==> config.mk <==
export PLATFORM = sky130hd
export DESIGN_NAME = rgb_channel_statistics_top
export DESIGN_NICKNAME = d
export VERILOG_FILES = /design/src/rtl/rcs_pkg.sv /design/src/rtl/rcs_lane.sv /design/src/rtl/rcs_div.sv /design/src/rtl/rcs_sqrt.sv /design/src/rtl/rcs_post.sv /design/src/rtl/rgb_channel_statistics_top.sv
export VERILOG_INCLUDE_DIRS = /design/src /design/src/rtl
export SDC_FILE = /design/constraint.sdc
export NUM_CORES = 2
export LEC_CHECK = 0
export BUFFER_PORTS_ARGS = -buffer_cell sky130_fd_sc_hd__buf_2
export CAP_MARGIN = 5
export CORE_MARGIN = 1
export CORE_UTILIZATION = 50
export CTS_BUF_LIST = sky130_fd_sc_hd__clkbuf_16
export DETAILED_ROUTE_END_ITERATION = 8
export GPL_ROUTABILITY_DRIVEN = 1
export PLACE_DENSITY = 0.75
export SYNTH_ARGS = -nofsm -noshare
export SYNTH_HDL_FRONTEND = slang
export SYNTH_SLANG_ARGS = --single-unit
==> constraint.sdc <==
create_clock -name clk -period 9.4 [get_ports clk]
set_input_delay 0.94 -clock clk [delete_from_list [all_inputs] [get_ports clk]]
set_output_delay 0.94 -clock clk [all_outputs]
set_load 0.01 [all_outputs]
==> src/rtl/assert_macros.svh <==
// Assertion helpers for the RTL top level
`ifndef ASSERT_MACROS_SVH
`define ASSERT_MACROS_SVH
`ifndef SYNTHESIS
`define RCS_ASSERT(lbl, prop) \
    lbl: assert property (@(posedge clk) disable iff (!rst_n) prop) \
        else $error("rcs assertion failed");
`define RCS_ASSERT_NEXT(lbl, pre, post) \
    lbl: assert property (@(posedge clk) disable iff (!rst_n) pre |=> post) \
        else $error("rcs assertion failed");
`else
`define RCS_ASSERT(lbl, prop)
`define RCS_ASSERT_NEXT(lbl, pre, post)
`endif
`endif

==> src/rtl/rcs_pkg.sv <==
package rcs_pkg;

    localparam int SAMPLE_BITS = 8;
    localparam int MAX_SAMPLES = 65536;
    localparam int CNT_W       = 17;
    localparam int SUM_W       = 24;
    localparam int SQ_W        = 33;
    localparam int Q_W         = 34;
    localparam int DIV_W       = 50;
    localparam int DVS_W       = 17;
    localparam int DIV_CNT_W   = 6;
    localparam int ROOT_W      = 25;
    localparam int ROOT_CNT_W  = 5;
    localparam int VAR_W       = 25;
    localparam int SD_W        = 17;

    localparam logic [1:0] CH_RED   = 2'd0;
    localparam logic [1:0] CH_GREEN = 2'd1;
    localparam logic [1:0] CH_BLUE  = 2'd2;

    typedef struct packed {
        logic [SUM_W-1:0]       sum;
        logic [SQ_W-1:0]        sq;
        logic [SAMPLE_BITS-1:0] mn;
        logic [SAMPLE_BITS-1:0] mx;
    } lane_stat_t;

    typedef enum logic [3:0] {
        ST_IDLE,
        ST_MEAN,
        ST_MEAN_WAIT,
        ST_PROD,
        ST_QSUM,
        ST_QFIN,
        ST_VAR,
        ST_VAR_WAIT,
        ST_SQRT_WAIT,
        ST_OUT
    } post_state_t;

endpackage

==> src/rtl/rcs_lane.sv <==
module rcs_lane
    import rcs_pkg::*;
(
    input  logic                   clk,
    input  logic                   rst_n,
    input  logic                   en,
    input  logic                   first,
    input  logic                   clear,
    input  logic [SAMPLE_BITS-1:0] sample,
    output lane_stat_t             stat_next
);

    lane_stat_t                stat_reg;
    logic [2*SAMPLE_BITS-1:0]  sq_term;

    assign sq_term = sample * sample;

    always_comb
    begin
        stat_next = stat_reg;
        if (en)
        begin
            if (first)
            begin
                stat_next.mn = sample;
                stat_next.mx = sample;
            end
            else
            begin
                if (sample < stat_reg.mn)
                begin
                    stat_next.mn = sample;
                end
                if (sample > stat_reg.mx)
                begin
                    stat_next.mx = sample;
                end
            end
            stat_next.sum = stat_reg.sum + SUM_W'(sample);
            stat_next.sq  = stat_reg.sq + SQ_W'(sq_term);
        end
    end

    always_ff @(posedge clk or negedge rst_n)
    begin
        if (!rst_n)
        begin
            stat_reg <= '0;
        end
        else if (clear)
        begin
            stat_reg <= '0;
        end
        else
        begin
            stat_reg <= stat_next;
        end
    end

endmodule

==> src/rtl/rcs_div.sv <==
module rcs_div
    import rcs_pkg::*;
(
    input  logic             clk,
    input  logic             rst_n,
    input  logic             start,
    input  logic [DIV_W-1:0] dividend,
    input  logic [DVS_W-1:0] divisor,
    output logic [DIV_W-1:0] quotient,
    output logic             done
);

    logic [DIV_W-1:0]     quo_reg;
    logic [DVS_W-1:0]     rem_reg;
    logic [DVS_W-1:0]     dvs_reg;
    logic [DIV_CNT_W-1:0] cnt_reg;
    logic                 busy_reg;
    logic                 done_reg;
    logic [DVS_W:0]       trial;
    logic                 ge;

    assign trial    = {rem_reg, quo_reg[DIV_W-1]};
    assign ge       = trial >= {1'b0, dvs_reg};
    assign quotient = quo_reg;
    assign done     = done_reg;

    always_ff @(posedge clk or negedge rst_n)
    begin
        if (!rst_n)
        begin
            busy_reg <= 1'b0;
            done_reg <= 1'b0;
            cnt_reg  <= '0;
        end
        else
        begin
            done_reg <= 1'b0;
            if (start)
            begin
                busy_reg <= 1'b1;
                cnt_reg  <= '0;
            end
            else if (busy_reg)
            begin
                cnt_reg <= cnt_reg + 1'b1;
                if (cnt_reg == DIV_CNT_W'(DIV_W - 1))
                begin
                    busy_reg <= 1'b0;
                    done_reg <= 1'b1;
                end
            end
        end
    end

    always_ff @(posedge clk)
    begin
        if (start)
        begin
            quo_reg <= dividend;
            rem_reg <= '0;
            dvs_reg <= divisor;
        end
        else if (busy_reg)
        begin
            quo_reg <= {quo_reg[DIV_W-2:0], ge};
            rem_reg <= ge ? DVS_W'(trial - {1'b0, dvs_reg}) : trial[DVS_W-1:0];
        end
    end

endmodule

==> src/rtl/rcs_sqrt.sv <==
module rcs_sqrt
    import rcs_pkg::*;
(
    input  logic              clk,
    input  logic              rst_n,
    input  logic              start,
    input  logic [DIV_W-1:0]  radicand,
    output logic [ROOT_W-1:0] root,
    output logic              done
);

    localparam int REM_W = ROOT_W + 1;
    localparam int R2_W  = REM_W + 2;

    logic [DIV_W-1:0]      rad_reg;
    logic [REM_W-1:0]      rem_reg;
    logic [ROOT_W-1:0]     root_reg;
    logic [ROOT_CNT_W-1:0] cnt_reg;
    logic                  busy_reg;
    logic                  done_reg;
    logic [R2_W-1:0]       r2;
    logic [R2_W-1:0]       trial;
    logic                  ge;

    assign r2    = {rem_reg, rad_reg[DIV_W-1:DIV_W-2]};
    assign trial = R2_W'({root_reg, 2'b01});
    assign ge    = r2 >= trial;
    assign root  = root_reg;
    assign done  = done_reg;

    always_ff @(posedge clk or negedge rst_n)
    begin
        if (!rst_n)
        begin
            busy_reg <= 1'b0;
            done_reg <= 1'b0;
            cnt_reg  <= '0;
        end
        else
        begin
            done_reg <= 1'b0;
            if (start)
            begin
                busy_reg <= 1'b1;
                cnt_reg  <= '0;
            end
            else if (busy_reg)
            begin
                cnt_reg <= cnt_reg + 1'b1;
                if (cnt_reg == ROOT_CNT_W'(ROOT_W - 1))
                begin
                    busy_reg <= 1'b0;
                    done_reg <= 1'b1;
                end
            end
        end
    end

    always_ff @(posedge clk)
    begin
        if (start)
        begin
            rad_reg  <= radicand;
            rem_reg  <= '0;
            root_reg <= '0;
        end
        else if (busy_reg)
        begin
            rad_reg  <= {rad_reg[DIV_W-3:0], 2'b00};
            rem_reg  <= ge ? REM_W'(r2 - trial) : REM_W'(r2);
            root_reg <= {root_reg[ROOT_W-2:0], ge};
        end
    end

endmodule

==> src/rtl/rcs_post.sv <==
module rcs_post
    import rcs_pkg::*;
(
    input  logic                   clk,
    input  logic                   rst_n,
    input  logic                   start,
    input  lane_stat_t             stat_r,
    input  lane_stat_t             stat_g,
    input  lane_stat_t             stat_b,
    input  logic [CNT_W-1:0]       count,
    input  logic                   dropped,
    output logic                   idle,
    output logic                   out_valid,
    input  logic                   out_ready,
    output logic [1:0]             channel,
    output logic [SAMPLE_BITS-1:0] mean,
    output logic [SAMPLE_BITS-1:0] minimum,
    output logic [SAMPLE_BITS-1:0] maximum,
    output logic [SAMPLE_BITS-1:0] spread,
    output logic [VAR_W-1:0]       variance_fx,
    output logic [SD_W-1:0]        std_dev_fx,
    output logic [CNT_W-1:0]       sample_count,
    output logic                   too_few,
    output logic                   overflowed,
    output logic                   end_of_set
);

    post_state_t            st_reg, st_next;
    lane_stat_t             snap_reg [3];
    logic [CNT_W-1:0]       n_reg;
    logic                   drop_reg;
    logic [1:0]             ch_reg, ch_next;
    logic [SAMPLE_BITS-1:0] m_reg, m_next;
    logic [31:0]            p1_reg, p1_next;
    logic [15:0]            p2_reg, p2_next;
    logic [32:0]            p3_reg, p3_next;
    logic [Q_W-1:0]         qa_reg, qa_next;
    logic [Q_W-1:0]         q_reg, q_next;
    logic [VAR_W-1:0]       var_reg, var_next;
    logic [SD_W-1:0]        sd_reg, sd_next;
    lane_stat_t             cur;
    logic                   few;
    logic                   empty;
    logic                   div_start;
    logic [DIV_W-1:0]       div_dividend;
    logic [DVS_W-1:0]       div_divisor;
    logic [DIV_W-1:0]       div_quo;
    logic                   div_done;
    logic                   sqrt_start;
    logic [ROOT_W-1:0]      sqrt_root;
    logic                   sqrt_done;

    assign cur   = snap_reg[ch_reg];
    assign few   = n_reg < CNT_W'(2);
    assign empty = n_reg == '0;

    rcs_div u_div (
        .clk      (clk),
        .rst_n    (rst_n),
        .start    (div_start),
        .dividend (div_dividend),
        .divisor  (div_divisor),
        .quotient (div_quo),
        .done     (div_done)
    );

    rcs_sqrt u_sqrt (
        .clk      (clk),
        .rst_n    (rst_n),
        .start    (sqrt_start),
        .radicand (div_quo),
        .root     (sqrt_root),
        .done     (sqrt_done)
    );

    always_comb
    begin
        st_next      = st_reg;
        ch_next      = ch_reg;
        m_next       = m_reg;
        p1_next      = p1_reg;
        p2_next      = p2_reg;
        p3_next      = p3_reg;
        qa_next      = qa_reg;
        q_next       = q_reg;
        var_next     = var_reg;
        sd_next      = sd_reg;
        div_start    = 1'b0;
        div_dividend = DIV_W'(cur.sum);
        div_divisor  = DVS_W'(n_reg);
        sqrt_start   = 1'b0;
        unique case (st_reg)
            ST_IDLE:
            begin
                ch_next = CH_RED;
                if (start)
                begin
                    st_next = ST_MEAN;
                end
            end
            ST_MEAN:
            begin
                div_start = 1'b1;
                st_next   = ST_MEAN_WAIT;
            end
            ST_MEAN_WAIT:
            begin
                if (div_done)
                begin
                    m_next = empty ? '0 : div_quo[SAMPLE_BITS-1:0];
                    if (few)
                    begin
                        var_next = '0;
                        sd_next  = '0;
                        st_next  = ST_OUT;
                    end
                    else
                    begin
                        st_next = ST_PROD;
                    end
                end
            end
            ST_PROD:
            begin
                p1_next = 32'(m_reg) * 32'(cur.sum);
                p2_next = 16'(m_reg) * 16'(m_reg);
                st_next = ST_QSUM;
            end
            ST_QSUM:
            begin
                p3_next = 33'(p2_reg) * 33'(n_reg);
                qa_next = Q_W'(cur.sq) - Q_W'({p1_reg, 1'b0});
                st_next = ST_QFIN;
            end
            ST_QFIN:
            begin
                q_next  = qa_reg + Q_W'(p3_reg);
                st_next = ST_VAR;
            end
            ST_VAR:
            begin
                div_start    = 1'b1;
                div_dividend = {q_reg, 16'b0};
                div_divisor  = DVS_W'(n_reg - 1'b1);
                st_next      = ST_VAR_WAIT;
            end
            ST_VAR_WAIT:
            begin
                if (div_done)
                begin
                    var_next   = div_quo[VAR_W+7:8];
                    sqrt_start = 1'b1;
                    st_next    = ST_SQRT_WAIT;
                end
            end
            ST_SQRT_WAIT:
            begin
                if (sqrt_done)
                begin
                    sd_next = sqrt_root[SD_W-1:0];
                    st_next = ST_OUT;
                end
            end
            ST_OUT:
            begin
                if (out_ready)
                begin
                    if (ch_reg == CH_BLUE)
                    begin
                        st_next = ST_IDLE;
                    end
                    else
                    begin
                        ch_next = ch_reg + 1'b1;
                        st_next = ST_MEAN;
                    end
                end
            end
            default:
            begin
                st_next = ST_IDLE;
            end
        endcase
    end

    always_ff @(posedge clk or negedge rst_n)
    begin
        if (!rst_n)
        begin
            st_reg <= ST_IDLE;
            ch_reg <= CH_RED;
        end
        else
        begin
            st_reg <= st_next;
            ch_reg <= ch_next;
        end
    end

    always_ff @(posedge clk)
    begin
        if (st_reg == ST_IDLE && start)
        begin
            snap_reg[0] <= stat_r;
            snap_reg[1] <= stat_g;
            snap_reg[2] <= stat_b;
            n_reg       <= count;
            drop_reg    <= dropped;
        end
        m_reg   <= m_next;
        p1_reg  <= p1_next;
        p2_reg  <= p2_next;
        p3_reg  <= p3_next;
        qa_reg  <= qa_next;
        q_reg   <= q_next;
        var_reg <= var_next;
        sd_reg  <= sd_next;
    end

    assign idle         = st_reg == ST_IDLE;
    assign out_valid    = st_reg == ST_OUT;
    assign channel      = ch_reg;
    assign mean         = m_reg;
    assign minimum      = empty ? '0 : cur.mn;
    assign maximum      = empty ? '0 : cur.mx;
    assign spread       = maximum - minimum;
    assign variance_fx  = var_reg;
    assign std_dev_fx   = sd_reg;
    assign sample_count = n_reg;
    assign too_few      = few;
    assign overflowed   = drop_reg;
    assign end_of_set   = ch_reg == CH_BLUE;

endmodule

==> src/rtl/rgb_channel_statistics_top.sv <==
// RGB channel statistics.
// Input channel: in_valid/in_ready carry one RGB sample per item, with last
// marking the final sample of a set. Samples accumulate one per cycle while
// in_ready is high, in three parallel lanes (sum, sum of squares, min, max)
// and a shared sample count. Samples beyond the maximum count are dropped
// and flagged. The item carrying last closes the set; three result items
// follow on out_valid/out_ready: red, green, then blue with end_of_set high.
// Each result runs a 50-step shared serial divider for the mean, the product
// states ST_PROD, ST_QSUM and ST_QFIN, a second 50-step divide for the
// variance and a 25-step square root. With fewer than two samples a channel
// skips the variance and square root and reports both as zero. in_ready is
// low while the set is being finished and returns the cycle after the blue
// result is taken; within a set throughput is one sample per cycle.
// A stalled receiver holds the current result and delays the rest of the set.
// Reset clears all accumulators and the result sequencer.
`include "assert_macros.svh"
module rgb_channel_statistics_top
    import rcs_pkg::*;
(
    input  logic                   clk,
    input  logic                   rst_n,
    input  logic                   in_valid,
    output logic                   in_ready,
    input  logic [7:0]             red,
    input  logic [7:0]             green,
    input  logic [7:0]             blue,
    input  logic                   last,
    output logic                   out_valid,
    input  logic                   out_ready,
    output logic [1:0]             channel,
    output logic [7:0]             mean,
    output logic [7:0]             minimum,
    output logic [7:0]             maximum,
    output logic [7:0]             spread,
    output logic [VAR_W-1:0]       variance_fx,
    output logic [SD_W-1:0]        std_dev_fx,
    output logic [CNT_W-1:0]       sample_count,
    output logic                   too_few,
    output logic                   overflowed,
    output logic                   end_of_set
);

    logic [CNT_W-1:0] count_reg, count_next;
    logic             dropped_reg, dropped_next;
    logic             accept;
    logic             full;
    logic             en;
    logic             first;
    logic             close;
    logic             post_idle;
    lane_stat_t       stat_r, stat_g, stat_b;

    assign in_ready = post_idle;
    assign accept   = in_valid && in_ready;
    assign full     = count_reg == CNT_W'(MAX_SAMPLES);
    assign en       = accept && !full;
    assign first    = count_reg == '0;
    assign close    = accept && last;

    always_comb
    begin
        count_next   = en ? count_reg + 1'b1 : count_reg;
        dropped_next = dropped_reg || (accept && full);
    end

    always_ff @(posedge clk or negedge rst_n)
    begin
        if (!rst_n)
        begin
            count_reg   <= '0;
            dropped_reg <= 1'b0;
        end
        else if (close)
        begin
            count_reg   <= '0;
            dropped_reg <= 1'b0;
        end
        else
        begin
            count_reg   <= count_next;
            dropped_reg <= dropped_next;
        end
    end

    rcs_lane u_lane_r (
        .clk       (clk),
        .rst_n     (rst_n),
        .en        (en),
        .first     (first),
        .clear     (close),
        .sample    (red[SAMPLE_BITS-1:0]),
        .stat_next (stat_r)
    );

    rcs_lane u_lane_g (
        .clk       (clk),
        .rst_n     (rst_n),
        .en        (en),
        .first     (first),
        .clear     (close),
        .sample    (green[SAMPLE_BITS-1:0]),
        .stat_next (stat_g)
    );

    rcs_lane u_lane_b (
        .clk       (clk),
        .rst_n     (rst_n),
        .en        (en),
        .first     (first),
        .clear     (close),
        .sample    (blue[SAMPLE_BITS-1:0]),
        .stat_next (stat_b)
    );

    rcs_post u_post (
        .clk          (clk),
        .rst_n        (rst_n),
        .start        (close),
        .stat_r       (stat_r),
        .stat_g       (stat_g),
        .stat_b       (stat_b),
        .count        (count_next),
        .dropped      (dropped_next),
        .idle         (post_idle),
        .out_valid    (out_valid),
        .out_ready    (out_ready),
        .channel      (channel),
        .mean         (mean),
        .minimum      (minimum),
        .maximum      (maximum),
        .spread       (spread),
        .variance_fx  (variance_fx),
        .std_dev_fx   (std_dev_fx),
        .sample_count (sample_count),
        .too_few      (too_few),
        .overflowed   (overflowed),
        .end_of_set   (end_of_set)
    );

    `RCS_ASSERT(a_out_blocks_in, !(out_valid && in_ready))
    `RCS_ASSERT(a_count_bound, count_reg <= CNT_W'(MAX_SAMPLES))
    `RCS_ASSERT_NEXT(a_last_busy, (in_valid && in_ready && last), !in_ready)
    `RCS_ASSERT_NEXT(a_last_clears, (in_valid && in_ready && last), count_reg == '0)

endmodule

==> results <==
- The top cell type by area accounts for 25.3% of the synthesized area.
- Buffers inserted to repair hold after CTS numbered 0.
- The detailed router's first-iteration violation count is 3340.
- The TritonCTS clock tree is done.
- Across all setup checks in the final design, the least slack found is 2260 ps.
- The cell at the slowest stage of the critical path is sky130_fd_sc_hd__dfrtp_4.
- Using the TritonRoute via totals, the vias-per-cell ratio works out to 5.55.
- The min-delay analysis places its worst path in the category in -> async.
- The total setup violations reported at the end of the flow is 0.
- The floorplan step defined a die boundary enclosing 132000 um2.
- The primary flip-flop cell chosen by synthesis mapping is sky130_fd_sc_hd__edfxtp_1.
- The net count of the finished layout is 7511.
- After synthesis, flip-flops and latches occupy 37.3% of the total area.
- The routability congestion estimate is 0.926.
- Setup repair after global routing left no endpoint under its margin.
- The first-pass iteration count of the detailed router is 6.
- After synthesis, the cell types taking the most area are sky130_fd_sc_hd__edfxtp_1 (25%), sky130_fd_sc_hd__fa_1 (15%), sky130_fd_sc_hd__dfrtp_1 (9.9%).
- The layout-stage area growth over the synthesis result is 8.78%.
- The clock reaches the later pin of the worst-skew pair after 720 ps.
- The clock buffer count from CTS is 98.
- At the pin with the least slew margin, the transition time is 1310 ps.
- The count of vias placed by the detailed router is 46.2k.
- Clock skew on the completed layout was measured at 44.7 ps.
- Counting flops with a built-in enable in the synthesized netlist gives 552.
- The hold violation count in the final report was 0.
- The flow ran to the end, and the final reports show no timing, DRC or antenna violations.
- The clock net sink count is 878.
- The synthesized netlist contains 83 unique library cells.
- Setup total negative slack on the finished layout was measured at 0 ps.
- The arrival time reported for the critical path endpoint is 7600 ps.
- Max-cap violations in this run came to 0.
- In the routed design, unresolved DRC markers number 0.
- The number of cells produced by synthesis is 6469.
- The endpoint class of the critical path is a flip-flop.
- Once detailed placement completed, the half-perimeter wirelength came to 116000 um.
- Hold timing on the final database bottoms out at a slack of 169 ps.
- Subtracting the final worst setup slack from the clock period gives 7140 ps.
- The worst path uses 75.9% of the clock period.
- The relative slew slack is 12.4%.
- The largest net degree at the start of global routing is 164.
- The synthesized netlist net count is 7482.
- The worst setup path is launched from a flip-flop.
- Row generation in the floorplan step produced 132 rows.
- The leakage power figure is 32.8 nW.
- Across every metal layer, demand over resource in global routing totals 24.3%.
- OpenSTA, run right after detailed placement, puts the worst setup slack at 2310 ps.
- After clock tree synthesis, the clock-pin slew on the worst setup and hold paths is 60 ps.
- The worst setup path category is reg -> reg.
- The largest total area in the synthesized netlist belongs to sky130_fd_sc_hd__edfxtp_1.
- For the worst setup path, the data required time is 9870 ps.
- The post-synthesis instance area is 65400 um2.
- In this run the remaining antenna-violating nets after routing total 0.
- The power density over the cells is 127 nW/um2.
- Port buffering added 126 buffers.
- The wire length per cell is 19.1 um.
- In this run, placement finished with an instance count of 8140.
- The share of final-layout standard cells stronger than drive strength 1 is 6.62%.
- The tree is rooted in a sky130_fd_sc_hd__clkbuf_16.
- The longest clock path from root to sink contains 3 buffers.
- The vertical extent of the die is 364 um.
- Static timing analysis puts the maximum clock frequency at 140 MHz.
- The number of warnings issued by yosys is 0.
- The number of global-route vias before repair is 46.4k.
- The overflow left after global routing is 0.
- The register with the most flip-flops in the layout has 219 of them.
- For this run, asynchronously set or reset flops after synthesis account for 29.4%.
- Traced cell by cell, the critical path runs through buf_4, nor2_1, a21oi_1, nor2b_1, fa_1, inv_1, fa_1, inv_1, fa_1, inv_1, fa_1, inv_1, ha_1, o21a_1, o21ai_0, or4b_2, a41oi_1, nor3_1, o31ai_1, a221oi_1, a31oi_1, xor2_1.
- The initial core utilization is 50.4%.
- The total count of max-transition violations in the final report is 0.
- The number of H-tree levels is 3.
- VDD sags by at most 0.149 mV.
- The count of cells in the finished layout, fillers not included, comes to 8326.
- The die is 364 um wide.
- Buffers added to address setup during post-CTS repair amount to 0.
- The area inside the core boundary is 130000 um2.
- Of all nets on the critical path, the largest fanout is 56.
- The synthesized area per cell is 10.1 um2.
- The synthesis-stage register bit count is 878.
- The initial antenna violation count is 4.
- The post-detailed-routing wire length is 159000 um.
- The wire length of the first global-routing pass is 252000 um.
- The delay of the slowest cell on the worst path is 780 ps.
- The post-cts resize count is 0.
- The total I/O pin count is 127.
-- cell usage after synthesis, drive strengths merged (9+ instances only) --
cell / count
inv: 816
nand2: 809
edfxtp: 552
ha: 510
and2: 479
fa: 474
nor2: 304
a21oi: 278
dfrtp: 258
o21ai: 253
clkbuf: 229
xnor2: 204
mux2i: 159
xor2: 150
a21o: 129
dfxtp: 68
nor2b: 64
nor3: 63
nand3: 58
nand2b: 47
nand4: 47
mux2: 45
a211oi: 44
o21a: 43
and3: 36
o21bai: 35
a22o: 33
a31oi: 21
or3: 21
buf: 18
o31ai: 17
o211ai: 14
a31o: 13
nor3b: 13
nor4: 13
a2111oi: 12
a21boi: 10
or2: 10
or4: 10
a22oi: 9
o22ai: 9
-- worst max-delay path, delay by kind of cell, from the launching register on --
family                     cells  cell delay [ps]
DFF                            1              780
AOI/OAI and AO/OA              7             1980
adders and majority gates      5             2380
and+or+nand+nor                4              990
buffers and inverters          5              700
xor gates and xnor gates       1               90
-- where the power goes --
group	total (W)	leakage [nW]	switching [W]	internal, W
Combinational	0.00103	22.6	0.000605	0.000422
Sequential	0.00406	8.47	0	0.00406
Clock	0.00397	1.68	0.00166	0.00230
Total	0.00906	32.8	0.00227	0.00679
-- routing by layer --
metal / routed length (um) / global-route usage, % / up-vias
li1: - / - / 21600
met1: 66900 / 32.1 / 22800
met2: 73600 / 38.9 / 1503
met3: 11000 / 4.38 / 297
met4: 7780 / 11.4 / 2
met5: 8 / 0 / -
-- layout by cell type, fill, tap and decap left out, types with 47 or more instances in the layout --
cell type	count
sky130_fd_sc_hd__buf_4	48
sky130_fd_sc_hd__mux2i_1	159
sky130_fd_sc_hd__xor2_1	150
sky130_fd_sc_hd__a21oi_1	278
sky130_fd_sc_hd__clkbuf_16	103
sky130_fd_sc_hd__nor2_1	300
sky130_fd_sc_hd__and2_1	476
sky130_fd_sc_hd__edfxtp_1	552
sky130_fd_sc_hd__dfrtp_1	255
sky130_fd_sc_hd__buf_2	125
sky130_fd_sc_hd__o21ai_0	233
sky130_fd_sc_hd__fa_1	474
sky130_fd_sc_hd__nand2b_1	47
sky130_fd_sc_hd__nand2_1	806
sky130_fd_sc_hd__ha_1	510
sky130_fd_sc_hd__nand3_1	58
sky130_fd_sc_hd__dfxtp_1	68
sky130_fd_sc_hd__nor3_1	60
sky130_fd_sc_hd__nor2b_1	64
sky130_fd_sc_hd__inv_1	826
sky130_fd_sc_hd__xnor2_1	203
sky130_fd_sc_hd__a21o_1	129
-- through the flow --
step / utilization, % / area [um2] / total power (W)
floorplan: - / 65400 / 0.00492
global placement: 52.3 / 67800 / 0.00513
detailed placement: 52.3 / 67800 / 0.00516
CTS: 54.9 / 71100 / 0.00912
global route: 54.9 / 71100 / 0.00942
finish: 54.9 / 71100 / 0.00906
-- cell type report --
type                       instances  area, um2
fill                           11000      58500
multi-input combinational       4526      37100
sequential                       878      24400
inverter                         818       3080
clock buffer                     103       2580
tap                             1742       2180
timing repair buffer             176       1040
clock inverter                    82        756
antenna                            1       2.50
-- cell families after synthesis --
logic type               share of synthesized area (%)
AND/OR/NAND/NOR                                   14.8
buffers and inverters                             6.12
AO/OA/AOI/OAI                                     9.55
adder cells (fa/ha/maj)                           24.3
flip-flops                                        37.3
XOR/XNOR                                          4.75
multiplexers                                      3.21
other                                           0.0115
-- path summary, 6_finish.rpt --
check | startpoint | slack [ps] | to | cells after the start
max reg2reg | u_post.channel[1] | 2260 | u_post.p1_reg[30] | 22
min reg2reg | u_post.u_sqrt.rem_reg[25] | 480 | u_post.u_sqrt.rem_reg[25] | 2
min in group clk | u_post.u_sqrt.rem_reg[25] | 480 | u_post.u_sqrt.rem_reg[25] | 2
max | u_post.channel[1] | 2260 | u_post.p1_reg[30] | 22
max in group asynchronous | rst_n | 7850 | count_reg[1] | 2
min | rst_n | 170 | u_post.st_reg[2] | 1
Note: power is estimated with default switching activity, not from simulation.
